===== src/rtl/char_lcd_nibble_write_sequencer_unit_assert.svh =====
// Assertion macros shared by the LCD write sequencer modules.
`ifndef CHAR_LCD_NIBBLE_WRITE_SEQUENCER_UNIT_ASSERT_SVH
`define CHAR_LCD_NIBBLE_WRITE_SEQUENCER_UNIT_ASSERT_SVH
`ifndef SYNTH
// Clocked property check with reset disable.
`define CLCD_ASSERT(label, clk, rst, prop, msg) \
   label: assert property (@(posedge clk) disable iff (rst) prop) else $error(msg);
// Condition that must never be true at a clock edge.
`define CLCD_ASSERT_NEVER(label, clk, rst, expr, msg) \
   `CLCD_ASSERT(label, clk, rst, !(expr), msg)
`else
`define CLCD_ASSERT(label, clk, rst, prop, msg)
`define CLCD_ASSERT_NEVER(label, clk, rst, expr, msg)
`endif
`endif


===== src/rtl/clcd_pkg.sv =====
// Types, codes and the init step table of the LCD write sequencer.
package clcd_pkg;

   // Configuration port
   localparam int CSR_INDEX_W = 2;
   localparam int CSR_DATA_W  = 16;
   localparam logic [CSR_INDEX_W-1:0] CSR_POWER_UP_WAIT    = 2'd0;
   localparam logic [CSR_INDEX_W-1:0] CSR_BUSY_WAIT        = 2'd1;
   localparam logic [CSR_INDEX_W-1:0] CSR_CHAR_EXTRA_WAIT  = 2'd2;
   localparam logic [CSR_INDEX_W-1:0] CSR_CLEAR_EXTRA_WAIT = 2'd3;

   localparam logic [15:0] POWER_UP_WAIT_RST    = 16'd15000;
   localparam logic [13:0] BUSY_WAIT_RST        = 14'd4000;
   localparam logic [13:0] CHAR_EXTRA_WAIT_RST  = 14'd1000;
   localparam logic [15:0] CLEAR_EXTRA_WAIT_RST = 16'd50000;

   // Request modes
   localparam logic [2:0] MODE_INIT    = 3'd0;
   localparam logic [2:0] MODE_COMMAND = 3'd1;
   localparam logic [2:0] MODE_DATA    = 3'd2;
   localparam logic [2:0] MODE_PLACE   = 3'd3;
   localparam logic [2:0] MODE_TEXT    = 3'd4;
   localparam logic [2:0] MODE_CGRAM   = 3'd5;

   // Rows and command bytes
   localparam logic [2:0] ROW_1 = 3'd1;
   localparam logic [2:0] ROW_2 = 3'd2;
   localparam logic [2:0] ROW_3 = 3'd3;
   localparam logic [2:0] ROW_4 = 3'd4;
   localparam logic [7:0] ROW_1_BASE = 8'h80;
   localparam logic [7:0] ROW_2_BASE = 8'hC0;
   localparam logic [7:0] ROW_3_BASE = 8'h94;
   localparam logic [7:0] ROW_4_BASE = 8'hD4;
   localparam logic [7:0] CMD_CLEAR  = 8'h01;
   localparam logic [1:0] CGRAM_CMD_TOP = 2'b01;
   localparam int         CGRAM_SLOTS   = 8;
   localparam logic [4:0] CHARS_LEFT_MAX = 5'd31;

   // Step counter
   localparam int         STEP_W         = 5;
   localparam logic [4:0] INIT_LAST_STEP = 5'd21;
   localparam logic [4:0] BYTE_LAST_STEP = 5'd3;

   localparam int QUEUE_DEPTH = 2;

   typedef enum logic [1:0] {
      JOB_INIT,
      JOB_CMD,
      JOB_DATA
   } job_kind_type;

   typedef struct packed {
      job_kind_type kind;
      logic [7:0]   data;
   } job_type;

   typedef enum logic [2:0] {
      HOLD_ZERO,
      HOLD_POWER,
      HOLD_BUSY,
      HOLD_BUSY2,
      HOLD_CHAR
   } hold_sel_type;

   typedef struct packed {
      logic [3:0]   nibble;
      logic         enable;
      logic         light;
      hold_sel_type hold_sel;
   } step_type;

   typedef struct packed {
      logic [15:0] power_up_wait;
      logic [13:0] busy_wait;
      logic [13:0] char_extra_wait;
      logic [15:0] clear_extra_wait;
   } cfg_type;

   // Init sequence: power-up wait, 3,3,3,2 nibbles, backlight step, 0x28, 0x0c, 0x06
   function automatic step_type init_step(input logic [STEP_W-1:0] idx);
      step_type s;
      s = '{nibble: 4'h0, enable: 1'b0, light: 1'b0, hold_sel: HOLD_ZERO};
      case (idx)
         5'd0:  s = '{4'h0, 1'b0, 1'b0, HOLD_POWER};
         5'd1:  s = '{4'h3, 1'b1, 1'b0, HOLD_BUSY};
         5'd2:  s = '{4'h3, 1'b0, 1'b0, HOLD_BUSY};
         5'd3:  s = '{4'h3, 1'b1, 1'b0, HOLD_BUSY};
         5'd4:  s = '{4'h3, 1'b0, 1'b0, HOLD_BUSY};
         5'd5:  s = '{4'h3, 1'b1, 1'b0, HOLD_BUSY};
         5'd6:  s = '{4'h3, 1'b0, 1'b0, HOLD_BUSY};
         5'd7:  s = '{4'h2, 1'b1, 1'b0, HOLD_BUSY};
         5'd8:  s = '{4'h2, 1'b0, 1'b0, HOLD_BUSY};
         5'd9:  s = '{4'h2, 1'b0, 1'b1, HOLD_ZERO};
         5'd10: s = '{4'h2, 1'b1, 1'b0, HOLD_BUSY};
         5'd11: s = '{4'h2, 1'b0, 1'b0, HOLD_BUSY};
         5'd12: s = '{4'h8, 1'b1, 1'b0, HOLD_BUSY};
         5'd13: s = '{4'h8, 1'b0, 1'b0, HOLD_BUSY2};
         5'd14: s = '{4'h0, 1'b1, 1'b0, HOLD_BUSY};
         5'd15: s = '{4'h0, 1'b0, 1'b0, HOLD_BUSY};
         5'd16: s = '{4'hC, 1'b1, 1'b0, HOLD_BUSY};
         5'd17: s = '{4'hC, 1'b0, 1'b0, HOLD_BUSY2};
         5'd18: s = '{4'h0, 1'b1, 1'b0, HOLD_BUSY};
         5'd19: s = '{4'h0, 1'b0, 1'b0, HOLD_BUSY};
         5'd20: s = '{4'h6, 1'b1, 1'b0, HOLD_BUSY};
         5'd21: s = '{4'h6, 1'b0, 1'b0, HOLD_BUSY2};
         default: s = '{4'h0, 1'b0, 1'b0, HOLD_ZERO};
      endcase
      return s;
   endfunction

endpackage


===== src/rtl/clcd_if.sv =====
// Request and pin-step channel interfaces of the LCD write sequencer.
interface clcd_req_if;
   logic       valid;
   logic       ready;
   logic [2:0] mode;
   logic [7:0] value;
   logic [2:0] row;
   logic [4:0] column;

   modport source (output valid, mode, value, row, column, input ready);
   modport sink (input valid, mode, value, row, column, output ready);
endinterface

interface clcd_rsp_if;
   logic        valid;
   logic        ready;
   logic [3:0]  bus_nibble;
   logic        reg_select;
   logic        enable;
   logic        backlight_on;
   logic [16:0] hold_ticks;
   logic        last_step;

   modport source (output valid, bus_nibble, reg_select, enable, backlight_on, hold_ticks,
                   last_step, input ready);
   modport sink (input valid, bus_nibble, reg_select, enable, backlight_on, hold_ticks,
                 last_step, output ready);
endinterface


===== src/rtl/clcd_front.sv =====
// Request front end: classifies requests into byte jobs and tracks the line count.
`include "char_lcd_nibble_write_sequencer_unit_assert.svh"
module clcd_front #(
   parameter int LINE_WIDTH = 20
) (
   input  logic             clock,
   input  logic             reset,
   clcd_req_if.sink         req,
   output logic             push_valid,
   output clcd_pkg::job_type push_job,
   input  logic             push_ready
);
   import clcd_pkg::*;

   localparam int SumW = ($clog2(LINE_WIDTH + 2) > 5) ? $clog2(LINE_WIDTH + 2) : 5;
   localparam logic [SumW-1:0] Limit = SumW'(LINE_WIDTH + 1);

   logic [4:0]      chars_left_ff, chars_left_in;
   logic            accept;
   logic [SumW-1:0] col_ext;
   logic [SumW-1:0] diff;
   logic [4:0]      place_count;
   logic [7:0]      row_base;
   logic            row_ok;

   assign accept    = req.valid && req.ready;
   assign req.ready = push_ready;

   // Count of characters left after a placement, clamped to 0..31
   always_comb begin
      col_ext = SumW'(req.column);
      diff    = Limit - col_ext;
      if (col_ext > Limit) begin
         place_count = '0;
      end else if (diff > SumW'(CHARS_LEFT_MAX)) begin
         place_count = CHARS_LEFT_MAX;
      end else begin
         place_count = diff[4:0];
      end
   end

   // Row to DDRAM base address
   always_comb begin
      row_ok   = 1'b1;
      row_base = ROW_1_BASE;
      case (req.row)
         ROW_1:   row_base = ROW_1_BASE;
         ROW_2:   row_base = ROW_2_BASE;
         ROW_3:   row_base = ROW_3_BASE;
         ROW_4:   row_base = ROW_4_BASE;
         default: row_ok = 1'b0;
      endcase
   end

   // Classify the item and update the count
   always_comb begin
      push_valid    = 1'b0;
      push_job      = '{kind: JOB_CMD, data: req.value};
      chars_left_in = chars_left_ff;
      case (req.mode)
         MODE_INIT: begin
            push_valid    = req.valid;
            push_job.kind = JOB_INIT;
         end
         MODE_COMMAND: begin
            push_valid = req.valid;
         end
         MODE_DATA: begin
            push_valid    = req.valid;
            push_job.kind = JOB_DATA;
         end
         MODE_PLACE: begin
            push_valid    = req.valid && row_ok;
            push_job.data = row_base + {3'b000, req.column} + 8'hFF;
            if (accept) begin
               chars_left_in = place_count;
            end
         end
         MODE_TEXT: begin
            push_valid    = req.valid && (chars_left_ff != '0);
            push_job.kind = JOB_DATA;
            if (accept && (chars_left_ff != '0)) begin
               chars_left_in = chars_left_ff - 5'd1;
            end
         end
         MODE_CGRAM: begin
            push_valid    = req.valid && (req.value < 8'(CGRAM_SLOTS));
            push_job.data = {CGRAM_CMD_TOP, req.value[2:0], 3'b000};
         end
         default: begin
            push_valid = 1'b0;
         end
      endcase
   end

   // Hold the count
   always_ff @(posedge clock) begin
      if (reset) begin
         chars_left_ff <= '0;
      end else begin
         chars_left_ff <= chars_left_in;
      end
   end

   `CLCD_ASSERT(a_text_empty_holds, clock, reset,
      (accept && req.mode == MODE_TEXT && chars_left_ff == '0) |=> (chars_left_ff == '0),
      "clipped text changed an empty count")

endmodule


===== src/rtl/clcd_fifo.sv =====
// Short job queue between the front end and the step sequencer.
`include "char_lcd_nibble_write_sequencer_unit_assert.svh"
module clcd_fifo (
   input  logic              clock,
   input  logic              reset,
   input  logic              push_valid,
   input  clcd_pkg::job_type push_job,
   output logic              push_ready,
   output logic              pop_valid,
   output clcd_pkg::job_type pop_job,
   input  logic              pop_ready
);
   import clcd_pkg::*;

   localparam int PtrW = (QUEUE_DEPTH > 1) ? $clog2(QUEUE_DEPTH) : 1;
   localparam int CntW = $clog2(QUEUE_DEPTH + 1);

   job_type         slot_ff [QUEUE_DEPTH];
   logic [PtrW-1:0] wr_ptr_ff, wr_ptr_in;
   logic [PtrW-1:0] rd_ptr_ff, rd_ptr_in;
   logic [CntW-1:0] count_ff, count_in;
   logic            do_push;
   logic            do_pop;

   assign push_ready = (count_ff != CntW'(QUEUE_DEPTH));
   assign pop_valid  = (count_ff != '0);
   assign pop_job    = slot_ff[rd_ptr_ff];
   assign do_push    = push_valid && push_ready;
   assign do_pop     = pop_valid && pop_ready;

   // Advance pointers and count
   always_comb begin
      wr_ptr_in = wr_ptr_ff;
      rd_ptr_in = rd_ptr_ff;
      count_in  = count_ff;
      if (do_push) begin
         wr_ptr_in = (wr_ptr_ff == PtrW'(QUEUE_DEPTH - 1)) ? '0 : wr_ptr_ff + 1'b1;
      end
      if (do_pop) begin
         rd_ptr_in = (rd_ptr_ff == PtrW'(QUEUE_DEPTH - 1)) ? '0 : rd_ptr_ff + 1'b1;
      end
      if (do_push && !do_pop) begin
         count_in = count_ff + 1'b1;
      end else if (do_pop && !do_push) begin
         count_in = count_ff - 1'b1;
      end
   end

   always_ff @(posedge clock) begin
      if (reset) begin
         wr_ptr_ff <= '0;
         rd_ptr_ff <= '0;
         count_ff  <= '0;
      end else begin
         wr_ptr_ff <= wr_ptr_in;
         rd_ptr_ff <= rd_ptr_in;
         count_ff  <= count_in;
      end
   end

   // Store the pushed job
   always_ff @(posedge clock) begin
      if (do_push) begin
         slot_ff[wr_ptr_ff] <= push_job;
      end
   end

   `CLCD_ASSERT_NEVER(a_count_bound, clock, reset, count_ff > CntW'(QUEUE_DEPTH),
      "job queue count beyond depth")

endmodule


===== src/rtl/clcd_back.sv =====
// Step sequencer: expands a job into output register steps, one per cycle unless stalled.
`include "char_lcd_nibble_write_sequencer_unit_assert.svh"
module clcd_back (
   input  logic              clock,
   input  logic              reset,
   input  clcd_pkg::cfg_type cfg,
   input  logic              pop_valid,
   input  clcd_pkg::job_type pop_job,
   output logic              pop_ready,
   clcd_rsp_if.source        rsp
);
   import clcd_pkg::*;

   logic              busy_ff, busy_in;
   job_type           job_ff, job_in;
   logic [STEP_W-1:0] step_ff, step_in;
   logic              light_ff, light_in;

   logic        rsp_valid_ff, rsp_valid_in;
   logic [3:0]  rsp_nibble_ff, rsp_nibble_in;
   logic        rsp_rs_ff, rsp_rs_in;
   logic        rsp_enable_ff, rsp_enable_in;
   logic        rsp_light_ff, rsp_light_in;
   logic [16:0] rsp_hold_ff, rsp_hold_in;
   logic        rsp_last_ff, rsp_last_in;

   step_type          cur;
   logic              is_last;
   logic              advance;
   logic [16:0]       hold;
   logic              is_clear;

   assign pop_ready = !busy_ff;
   assign advance   = busy_ff && (!rsp_valid_ff || rsp.ready);
   assign is_last   = (job_ff.kind == JOB_INIT) ? (step_ff == INIT_LAST_STEP)
                                                : (step_ff == BYTE_LAST_STEP);
   assign is_clear  = (job_ff.kind == JOB_CMD) && (job_ff.data == CMD_CLEAR);

   // Decode the current step
   always_comb begin
      cur = init_step(step_ff);
      case (job_ff.kind)
         JOB_INIT: begin
            cur = init_step(step_ff);
         end
         JOB_CMD: begin
            cur.nibble   = step_ff[1] ? job_ff.data[3:0] : job_ff.data[7:4];
            cur.enable   = !step_ff[0];
            cur.light    = 1'b0;
            cur.hold_sel = (step_ff[1:0] == 2'd3) ? HOLD_BUSY2 : HOLD_BUSY;
         end
         JOB_DATA: begin
            cur.nibble   = step_ff[1] ? job_ff.data[3:0] : job_ff.data[7:4];
            cur.enable   = !step_ff[0];
            cur.light    = 1'b0;
            cur.hold_sel = (step_ff[1:0] == 2'd3) ? HOLD_CHAR : HOLD_ZERO;
         end
         default: begin
            cur = init_step(step_ff);
         end
      endcase
   end

   // Select the hold time
   always_comb begin
      case (cur.hold_sel)
         HOLD_ZERO:  hold = '0;
         HOLD_POWER: hold = 17'(cfg.power_up_wait);
         HOLD_BUSY:  hold = 17'(cfg.busy_wait);
         HOLD_BUSY2: hold = 17'({cfg.busy_wait, 1'b0})
                            + (is_clear ? 17'(cfg.clear_extra_wait) : 17'd0);
         HOLD_CHAR:  hold = 17'(cfg.busy_wait) + 17'(cfg.char_extra_wait);
         default:    hold = '0;
      endcase
   end

   // Load a job, advance steps, drain the output register
   always_comb begin
      busy_in       = busy_ff;
      job_in        = job_ff;
      step_in       = step_ff;
      light_in      = light_ff;
      rsp_valid_in  = rsp_valid_ff;
      rsp_nibble_in = rsp_nibble_ff;
      rsp_rs_in     = rsp_rs_ff;
      rsp_enable_in = rsp_enable_ff;
      rsp_light_in  = rsp_light_ff;
      rsp_hold_in   = rsp_hold_ff;
      rsp_last_in   = rsp_last_ff;
      if (!busy_ff && pop_valid) begin
         busy_in = 1'b1;
         job_in  = pop_job;
         step_in = '0;
      end
      if (advance) begin
         rsp_valid_in  = 1'b1;
         rsp_nibble_in = cur.nibble;
         rsp_rs_in     = (job_ff.kind == JOB_DATA);
         rsp_enable_in = cur.enable;
         rsp_light_in  = light_ff | cur.light;
         rsp_hold_in   = hold;
         rsp_last_in   = is_last;
         if (cur.light) begin
            light_in = 1'b1;
         end
         if (is_last) begin
            busy_in = 1'b0;
         end else begin
            step_in = step_ff + 1'b1;
         end
      end else if (rsp.ready) begin
         rsp_valid_in = 1'b0;
      end
   end

   always_ff @(posedge clock) begin
      if (reset) begin
         busy_ff      <= 1'b0;
         step_ff      <= '0;
         light_ff     <= 1'b0;
         rsp_valid_ff <= 1'b0;
      end else begin
         busy_ff      <= busy_in;
         step_ff      <= step_in;
         light_ff     <= light_in;
         rsp_valid_ff <= rsp_valid_in;
      end
   end

   // Hold job and step payload
   always_ff @(posedge clock) begin
      job_ff        <= job_in;
      rsp_nibble_ff <= rsp_nibble_in;
      rsp_rs_ff     <= rsp_rs_in;
      rsp_enable_ff <= rsp_enable_in;
      rsp_light_ff  <= rsp_light_in;
      rsp_hold_ff   <= rsp_hold_in;
      rsp_last_ff   <= rsp_last_in;
   end

   assign rsp.valid        = rsp_valid_ff;
   assign rsp.bus_nibble   = rsp_nibble_ff;
   assign rsp.reg_select   = rsp_rs_ff;
   assign rsp.enable       = rsp_enable_ff;
   assign rsp.backlight_on = rsp_light_ff;
   assign rsp.hold_ticks   = rsp_hold_ff;
   assign rsp.last_step    = rsp_last_ff;

   `CLCD_ASSERT(a_byte_step_range, clock, reset,
      (busy_ff && job_ff.kind != JOB_INIT) |-> (step_ff <= BYTE_LAST_STEP),
      "byte job step counter out of range")
   `CLCD_ASSERT(a_last_frees, clock, reset, (advance && is_last) |=> !busy_ff,
      "sequencer still busy after last step")

endmodule


===== src/rtl/char_lcd_nibble_write_sequencer_unit.sv =====
// Top level of the 4-bit character LCD write sequencer.
// Requests enter on req_chan (valid/ready): mode, value, row, column. Each
// request becomes a run of pin steps on rsp_chan (valid/ready), each with the
// nibble, RS, E, backlight level, hold time in ticks and a last-step flag.
// Commands, data, placements and CGRAM selects give 4 steps; init gives 22;
// dropped requests (bad row, empty line count, bad slot, unused mode) give none.
// The front end takes a request and queues a byte job (2 deep).
// The step sequencer loads a job, then emits one step per cycle into the output
// register while rsp_chan is not stalled; a request's first step passes through
// the queue, the job register and the output register before it is visible.
// A stall on rsp_chan holds the output register; the queue keeps taking
// requests until it is full, then req_chan.ready drops.
// The csr port writes the wait registers by index; write them only while
// the block is idle. Synchronous reset restores the default waits,
// clears the line count, switches the backlight flag off and empties the queue.
module char_lcd_nibble_write_sequencer_unit #(
   parameter int LINE_WIDTH = 20
) (
   input  logic                             clock,
   input  logic                             reset,
   clcd_req_if.sink                         req_chan,
   clcd_rsp_if.source                       rsp_chan,
   input  logic                             csr_write_enable,
   input  logic [clcd_pkg::CSR_INDEX_W-1:0] csr_index,
   input  logic [clcd_pkg::CSR_DATA_W-1:0]  csr_write_data
);
   import clcd_pkg::*;

   cfg_type cfg_ff, cfg_in;
   logic    push_valid;
   job_type push_job;
   logic    push_ready;
   logic    pop_valid;
   job_type pop_job;
   logic    pop_ready;

   // Write the wait registers
   always_comb begin
      cfg_in = cfg_ff;
      if (csr_write_enable) begin
         case (csr_index)
            CSR_POWER_UP_WAIT:    cfg_in.power_up_wait    = csr_write_data;
            CSR_BUSY_WAIT:        cfg_in.busy_wait        = csr_write_data[13:0];
            CSR_CHAR_EXTRA_WAIT:  cfg_in.char_extra_wait  = csr_write_data[13:0];
            CSR_CLEAR_EXTRA_WAIT: cfg_in.clear_extra_wait = csr_write_data;
            default:              cfg_in = cfg_ff;
         endcase
      end
   end

   always_ff @(posedge clock) begin
      if (reset) begin
         cfg_ff <= '{power_up_wait:    POWER_UP_WAIT_RST,
                     busy_wait:        BUSY_WAIT_RST,
                     char_extra_wait:  CHAR_EXTRA_WAIT_RST,
                     clear_extra_wait: CLEAR_EXTRA_WAIT_RST};
      end else begin
         cfg_ff <= cfg_in;
      end
   end

   clcd_front #(
      .LINE_WIDTH (LINE_WIDTH)
   ) u_front (
      .clock      (clock),
      .reset      (reset),
      .req        (req_chan),
      .push_valid (push_valid),
      .push_job   (push_job),
      .push_ready (push_ready)
   );

   clcd_fifo u_fifo (
      .clock      (clock),
      .reset      (reset),
      .push_valid (push_valid),
      .push_job   (push_job),
      .push_ready (push_ready),
      .pop_valid  (pop_valid),
      .pop_job    (pop_job),
      .pop_ready  (pop_ready)
   );

   clcd_back u_back (
      .clock     (clock),
      .reset     (reset),
      .cfg       (cfg_ff),
      .pop_valid (pop_valid),
      .pop_job   (pop_job),
      .pop_ready (pop_ready),
      .rsp       (rsp_chan)
   );

endmodule


===== src/flat_wrapper.sv =====
// flat-port wrapper written by rule: the top's interface ports become plain ports
module char_lcd_nibble_write_sequencer_unit_flat import clcd_pkg::*;
#(
   parameter int LINE_WIDTH = 20
)
  (clock, reset, csr_write_enable, csr_index, csr_write_data, req_chan_valid, req_chan_mode, req_chan_value, req_chan_row, req_chan_column, req_chan_ready, rsp_chan_valid, rsp_chan_bus_nibble, rsp_chan_reg_select, rsp_chan_enable, rsp_chan_backlight_on, rsp_chan_hold_ticks, rsp_chan_last_step, rsp_chan_ready);
  clcd_req_if req_chan_i ();
  clcd_rsp_if rsp_chan_i ();
  input  logic clock;
  input  logic reset;
  input  logic csr_write_enable;
  input  logic [clcd_pkg::CSR_INDEX_W-1:0] csr_index;
  input  logic [clcd_pkg::CSR_DATA_W-1:0] csr_write_data;
  input wire logic [$bits(req_chan_i.valid)-1:0] req_chan_valid;
  input wire logic [$bits(req_chan_i.mode)-1:0] req_chan_mode;
  input wire logic [$bits(req_chan_i.value)-1:0] req_chan_value;
  input wire logic [$bits(req_chan_i.row)-1:0] req_chan_row;
  input wire logic [$bits(req_chan_i.column)-1:0] req_chan_column;
  output wire logic [$bits(req_chan_i.ready)-1:0] req_chan_ready;
  output wire logic [$bits(rsp_chan_i.valid)-1:0] rsp_chan_valid;
  output wire logic [$bits(rsp_chan_i.bus_nibble)-1:0] rsp_chan_bus_nibble;
  output wire logic [$bits(rsp_chan_i.reg_select)-1:0] rsp_chan_reg_select;
  output wire logic [$bits(rsp_chan_i.enable)-1:0] rsp_chan_enable;
  output wire logic [$bits(rsp_chan_i.backlight_on)-1:0] rsp_chan_backlight_on;
  output wire logic [$bits(rsp_chan_i.hold_ticks)-1:0] rsp_chan_hold_ticks;
  output wire logic [$bits(rsp_chan_i.last_step)-1:0] rsp_chan_last_step;
  input wire logic [$bits(rsp_chan_i.ready)-1:0] rsp_chan_ready;
  assign req_chan_i.valid = req_chan_valid;
  assign req_chan_i.mode = req_chan_mode;
  assign req_chan_i.value = req_chan_value;
  assign req_chan_i.row = req_chan_row;
  assign req_chan_i.column = req_chan_column;
  assign req_chan_ready = req_chan_i.ready;
  assign rsp_chan_valid = rsp_chan_i.valid;
  assign rsp_chan_bus_nibble = rsp_chan_i.bus_nibble;
  assign rsp_chan_reg_select = rsp_chan_i.reg_select;
  assign rsp_chan_enable = rsp_chan_i.enable;
  assign rsp_chan_backlight_on = rsp_chan_i.backlight_on;
  assign rsp_chan_hold_ticks = rsp_chan_i.hold_ticks;
  assign rsp_chan_last_step = rsp_chan_i.last_step;
  assign rsp_chan_i.ready = rsp_chan_ready;
  char_lcd_nibble_write_sequencer_unit #(.LINE_WIDTH(LINE_WIDTH)) u_core (.clock(clock), .reset(reset), .req_chan(req_chan_i), .rsp_chan(rsp_chan_i), .csr_write_enable(csr_write_enable), .csr_index(csr_index), .csr_write_data(csr_write_data));
endmodule

===== config.mk =====
export PLATFORM = sky130hd
export DESIGN_NAME = char_lcd_nibble_write_sequencer_unit_flat
export DESIGN_NICKNAME = d
export VERILOG_FILES = /design/src/rtl/clcd_pkg.sv /design/src/rtl/clcd_if.sv /design/src/rtl/clcd_front.sv /design/src/rtl/clcd_fifo.sv /design/src/rtl/clcd_back.sv /design/src/rtl/char_lcd_nibble_write_sequencer_unit.sv /design/src/flat_wrapper.sv
export VERILOG_INCLUDE_DIRS = /design/src /design/src/rtl
export SDC_FILE = /design/constraint.sdc
export NUM_CORES = 1
export LEC_CHECK = 0
export BUFFER_PORTS_ARGS = -buffer_cell sky130_fd_sc_hd__buf_2
export CAP_MARGIN = 20
export CORE_ASPECT_RATIO = 0.6
export CORE_MARGIN = 2
export CORE_UTILIZATION = 54
export CTS_BUF_LIST = sky130_fd_sc_hd__clkbuf_16
export DETAILED_ROUTE_END_ITERATION = 16
export GPL_TIMING_DRIVEN = 0
export HOLD_SLACK_MARGIN = 0.08
export PLACE_DENSITY = 0.76
export SYNTH_ARGS = -nofsm -noshare
export SYNTH_HDL_FRONTEND = slang
export SYNTH_SLANG_ARGS = --single-unit

===== constraint.sdc =====
create_clock -name clock -period 3.3 [get_ports clock]
set_clock_uncertainty 0.2 [all_clocks]
set_input_delay 0.165 -clock clock [delete_from_list [all_inputs] [get_ports clock]]
set_output_delay 0.165 -clock clock [all_outputs]
set_load 0.02 [all_outputs]

==> impl_metrics.yaml <==
sta:
  fmax_mhz: 293.1
  report.final.slew_viol_count: 0
  worst_pin_slew_ns: 0.8620
  setup_ws_ns: -0.1121
  rsz0062_at_grt: "true"
  hold-worst-slack_ns: 0.1050
  finalCriticalPeriod_ns: 3.412
  relSlewSlack: 0.4242
  hold_viol_final: 0
  setup_viol: 4
  fin_crit_sh: 1.034
placed_design:
  port_buffers: 66
  gp_congestion: 0.9342
  placed_cells: 1108
  dpl.hpwl_um: 15790
clock_network:
  clock-sinks: 140
  root_buffer: "clkbuf_16"
  tritoncts: "built"
  clk_pin_slew_ns: 0.06
  cts_made_buffers: 17
  cts_buffer_depth: 2
  clock_latency_ns: 0.42
  cts-htree-levels: 4
floorplan:
  dieHeight_um: 97.09
  top_level_ports: 69
  die_w_um: 159.1
  start_util: 0.5621
  coreArea_um2: 13870
  fp.dieArea_um2: 15450
  placementRows: 33
logic_synthesis:
  synth_seq_area_share: 0.4300
  syn-cell-area_um2: 7799
  synth_area_leaders: "dfxtp_1, edfxtp_1, nand2_1"
  synth.top_cell.area_share: 0.2182
  synth-main-ff-cell: "dfxtp_1"
  ys_ff_latch: 140
  yosysUniqueCellTypes: 75
  yosys_warnings: 0
  synthArstFlopShare: 0
  synth_edf_count: 55
  syn_inst: 849
  yosysTopAreaCell: "dfxtp_1"
  synth_fp_nets: 938
  syn-mean-instance-area_um2: 9.186
final_layout:
  fin_cells: 1185
  fin_util: 0.6981
  area_growth_syn_to_layout_pct: 24.19
  drive_gt1_frac: 0.1833
  mostFrequentLayoutCells: "nand2_1, dfxtp_1, a21oi_1, buf_2, edfxtp_1"
  final_common_cell: "nand2_1"
  diodes: 0
  final_nets: 1069
critical_path:
  cp_num_buf_inv: 2
  crit_required_ns: 3.27
  start_kind: "flop"
  path_cells: "nor4_1 -> and4b_2 -> clkbuf_16 -> and2_4 -> ha_4 -> inv_2 -> fa_2 -> nor2b_4 -> o31a_1 -> nand4_1 -> a31oi_4 -> mux2i_1 -> a221o_1"
  max_stage_delay_ns: 0.39
  criticalPathCategory: "flop to flop"
  crit_slowest_cell: "edfxtp_1"
  cp-end-kind: "flop"
  critPathTopFamily: "simple AND/OR/NAND/NOR gates"
  critPathMaxFanout: 7
  cp.arrival_ns: 3.38
grt:
  antenna_found_initial: 0
  grt_pass1_wl_um: 34980
  grt_usage: 0.2906
  grt_max_degree: 22
  grt_pass1_vias: 6431
  grt-ovfl-total: 0
power:
  cellPowerDensity_nw_per_um2: 610.4
  p_leak_nw: 3.862
  ir_worst_vdd_uv: 300.7
drt:
  drc_errors: 0
  detail-route-antenna-nets: 0
  drtIter0Drc: 786
  routed_via_density: 5.952
  wirelength_um: 22590
  wire_per_inst_um: 19.06
  vias: 7053
  firstDrtPassIters: 8
status:
  status: "complete, but fails checks"
  violations: "negative setup slack"
job:
  max_cap_violations: 0
worst_hold_path:
  hold_path_class: "input pin to flop"
==> synth_stat cells, types with 3 or more instances <==
| master | n |
|---|---|
| nor2_1 | 41 |
| o221ai_1 | 4 |
| o21ai_1 | 12 |
| nand4b_1 | 3 |
| nand4_1 | 4 |
| nand2_1 | 157 |
| o2bb2ai_1 | 6 |
| mux2i_1 | 11 |
| nor3b_1 | 7 |
| clkbuf_1 | 38 |
| xnor2_1 | 20 |
| a311oi_1 | 3 |
| o21ai_0 | 25 |
| nand3_1 | 7 |
| inv_2 | 3 |
| inv_1 | 28 |
| edfxtp_1 | 55 |
| mux2_2 | 11 |
| and3_1 | 3 |
| dfxtp_1 | 85 |
| a21oi_1 | 68 |
| a22oi_1 | 5 |
| o22ai_1 | 8 |
| a222oi_1 | 9 |
| xor2_1 | 10 |
| a22o_1 | 6 |
| nand3b_1 | 28 |
| o21a_1 | 8 |
| a211oi_1 | 5 |
| ha_1 | 44 |
| fa_1 | 3 |
| a21o_1 | 14 |
| a31oi_1 | 7 |
| and2_1 | 17 |
| buf_1 | 5 |
| nor3_1 | 10 |
| nand2b_1 | 8 |
| or3_1 | 4 |
| a221oi_1 | 4 |
| nor4_1 | 3 |
| nor2b_1 | 10 |
| o211ai_1 | 6 |
==> layer usage <==
layer  vias up  GRT usage  wire [um]
met2       395     0.3796       8558
li1       3336          -          -
met1      3295     0.4578      10640
met4         0    0.06853        293
met3        27    0.08963       3098
met5         -          0          0
==> cells by family after synthesis <==
| kind of cell | count (synthesis) | synth area share |
|---|---|---|
| and+or+nand+nor | 317 | 0.2017 |
| muxes | 22 | 0.03000 |
| buffers and inverters | 75 | 0.03658 |
| DFF | 140 | 0.4300 |
| xor gates and xnor gates | 30 | 0.03369 |
| AOI/OAI and AO/OA | 218 | 0.1898 |
| adders and majority gates | 47 | 0.07829 |
==> final timing paths <==
check	startpoint	end	slack [ns]	cells after the start
worst max register to register	u_core.u_back.job_ff[4]$_DFFE_PP_	u_core.u_back.rsp.hold_ticks[15]$_DFFE_PP_	-0.11	13
worst min register to register	u_core.cfg_ff[26]$_SDFFE_PP0P_	u_core.cfg_ff[26]$_SDFFE_PP0P_	0.26	2
worst min-delay path	req_chan_mode[2]	u_core.u_fifo.wr_ptr_ff$_SDFFE_PP0N_	0.10	5
worst max-delay path	u_core.u_back.job_ff[4]$_DFFE_PP_	u_core.u_back.rsp.hold_ticks[15]$_DFFE_PP_	-0.11	13
==> worst reg2reg max path, delay by kind of cell, from the launching register on <==
| family | cells | cell delay, ns |
|---|---|---|
| compound gates | 3 | 0.69 |
| mux | 1 | 0.10 |
| buf+inv | 2 | 0.22 |
| flops | 1 | 0.39 |
| fa+ha+maj | 2 | 0.49 |
| simple gates | 5 | 1.08 |
==> area by class of cell <==
| cell class | instances | area (um2) |
|---|---|---|
| multi-input cells | 634 | 4433 |
| flip-flops and latches | 140 | 3353 |
| inverters | 31 | 118.9 |
| well taps | 192 | 240.2 |
| clock buffers | 18 | 450.4 |
| repair buffers | 116 | 813.3 |
| clock inverters | 14 | 101.3 |
| plain buffers | 40 | 175.2 |
| fillers | 1091 | 4188 |
==> report_power, final <==
part	internal (W)	switching (W)	leakage, nW
clock	0.00107	0.000742	0.279
sequential	0.00217	0.000140	1.21
combinational	0.000675	0.00112	2.37
==> state kept, by name, summed over array words and instances, names as in the netlist, named ones only <==
register / cells
u_core.u_back.job_ff: 10
u_core.u_back.light_ff: 1
u_core.u_back.rsp.bus_nibble: 4
u_core.u_back.busy_ff: 1
u_core.u_fifo.wr_ptr_ff: 1
u_core.cfg_ff: 60
u_core.u_front.chars_left_ff: 5
u_core.u_fifo.slot_ff: 20
u_core.u_fifo.count_ff: 2
u_core.u_back.step_ff: 5
u_core.u_back.rsp.reg_select: 1
u_core.u_back.rsp.valid: 1
u_core.u_back.rsp.backlight_on: 1
u_core.u_back.rsp.last_step: 1
u_core.u_fifo.rd_ptr_ff: 1
u_core.u_back.rsp.hold_ticks: 17
u_core.u_back.rsp.enable: 1
==> stage by stage <==
| stage | cell area (um2) | power, W | TNS [ns] | worst slack (ns) |
|---|---|---|---|---|
| after detailed placement | 8408 | 0.003957 | -6.410 | -0.7381 |
| final | 9686 | 0.005912 | -0.2826 | -0.1121 |
| after global routing | 9686 | 0.006155 | -0.9611 | -0.2475 |
| after CTS | 9450 | 0.005835 | -0.7764 | -0.1701 |
| after global placement | 8378 | 0.003909 | -10.49 | -0.7192 |
| after floorplan | 7807 | 0.003401 | 0 | 0.02356 |
==> what timing repair did <==
action	in CTS	in global routing
endpoints found under the setup margin	13	12
buffers inserted	8	9
pin swaps	7	22
endpoints found under the hold margin	83	0
resized for setup	21	41
hold buffers	32	0
No activity file was read; power rests on OpenSTA's default activity.
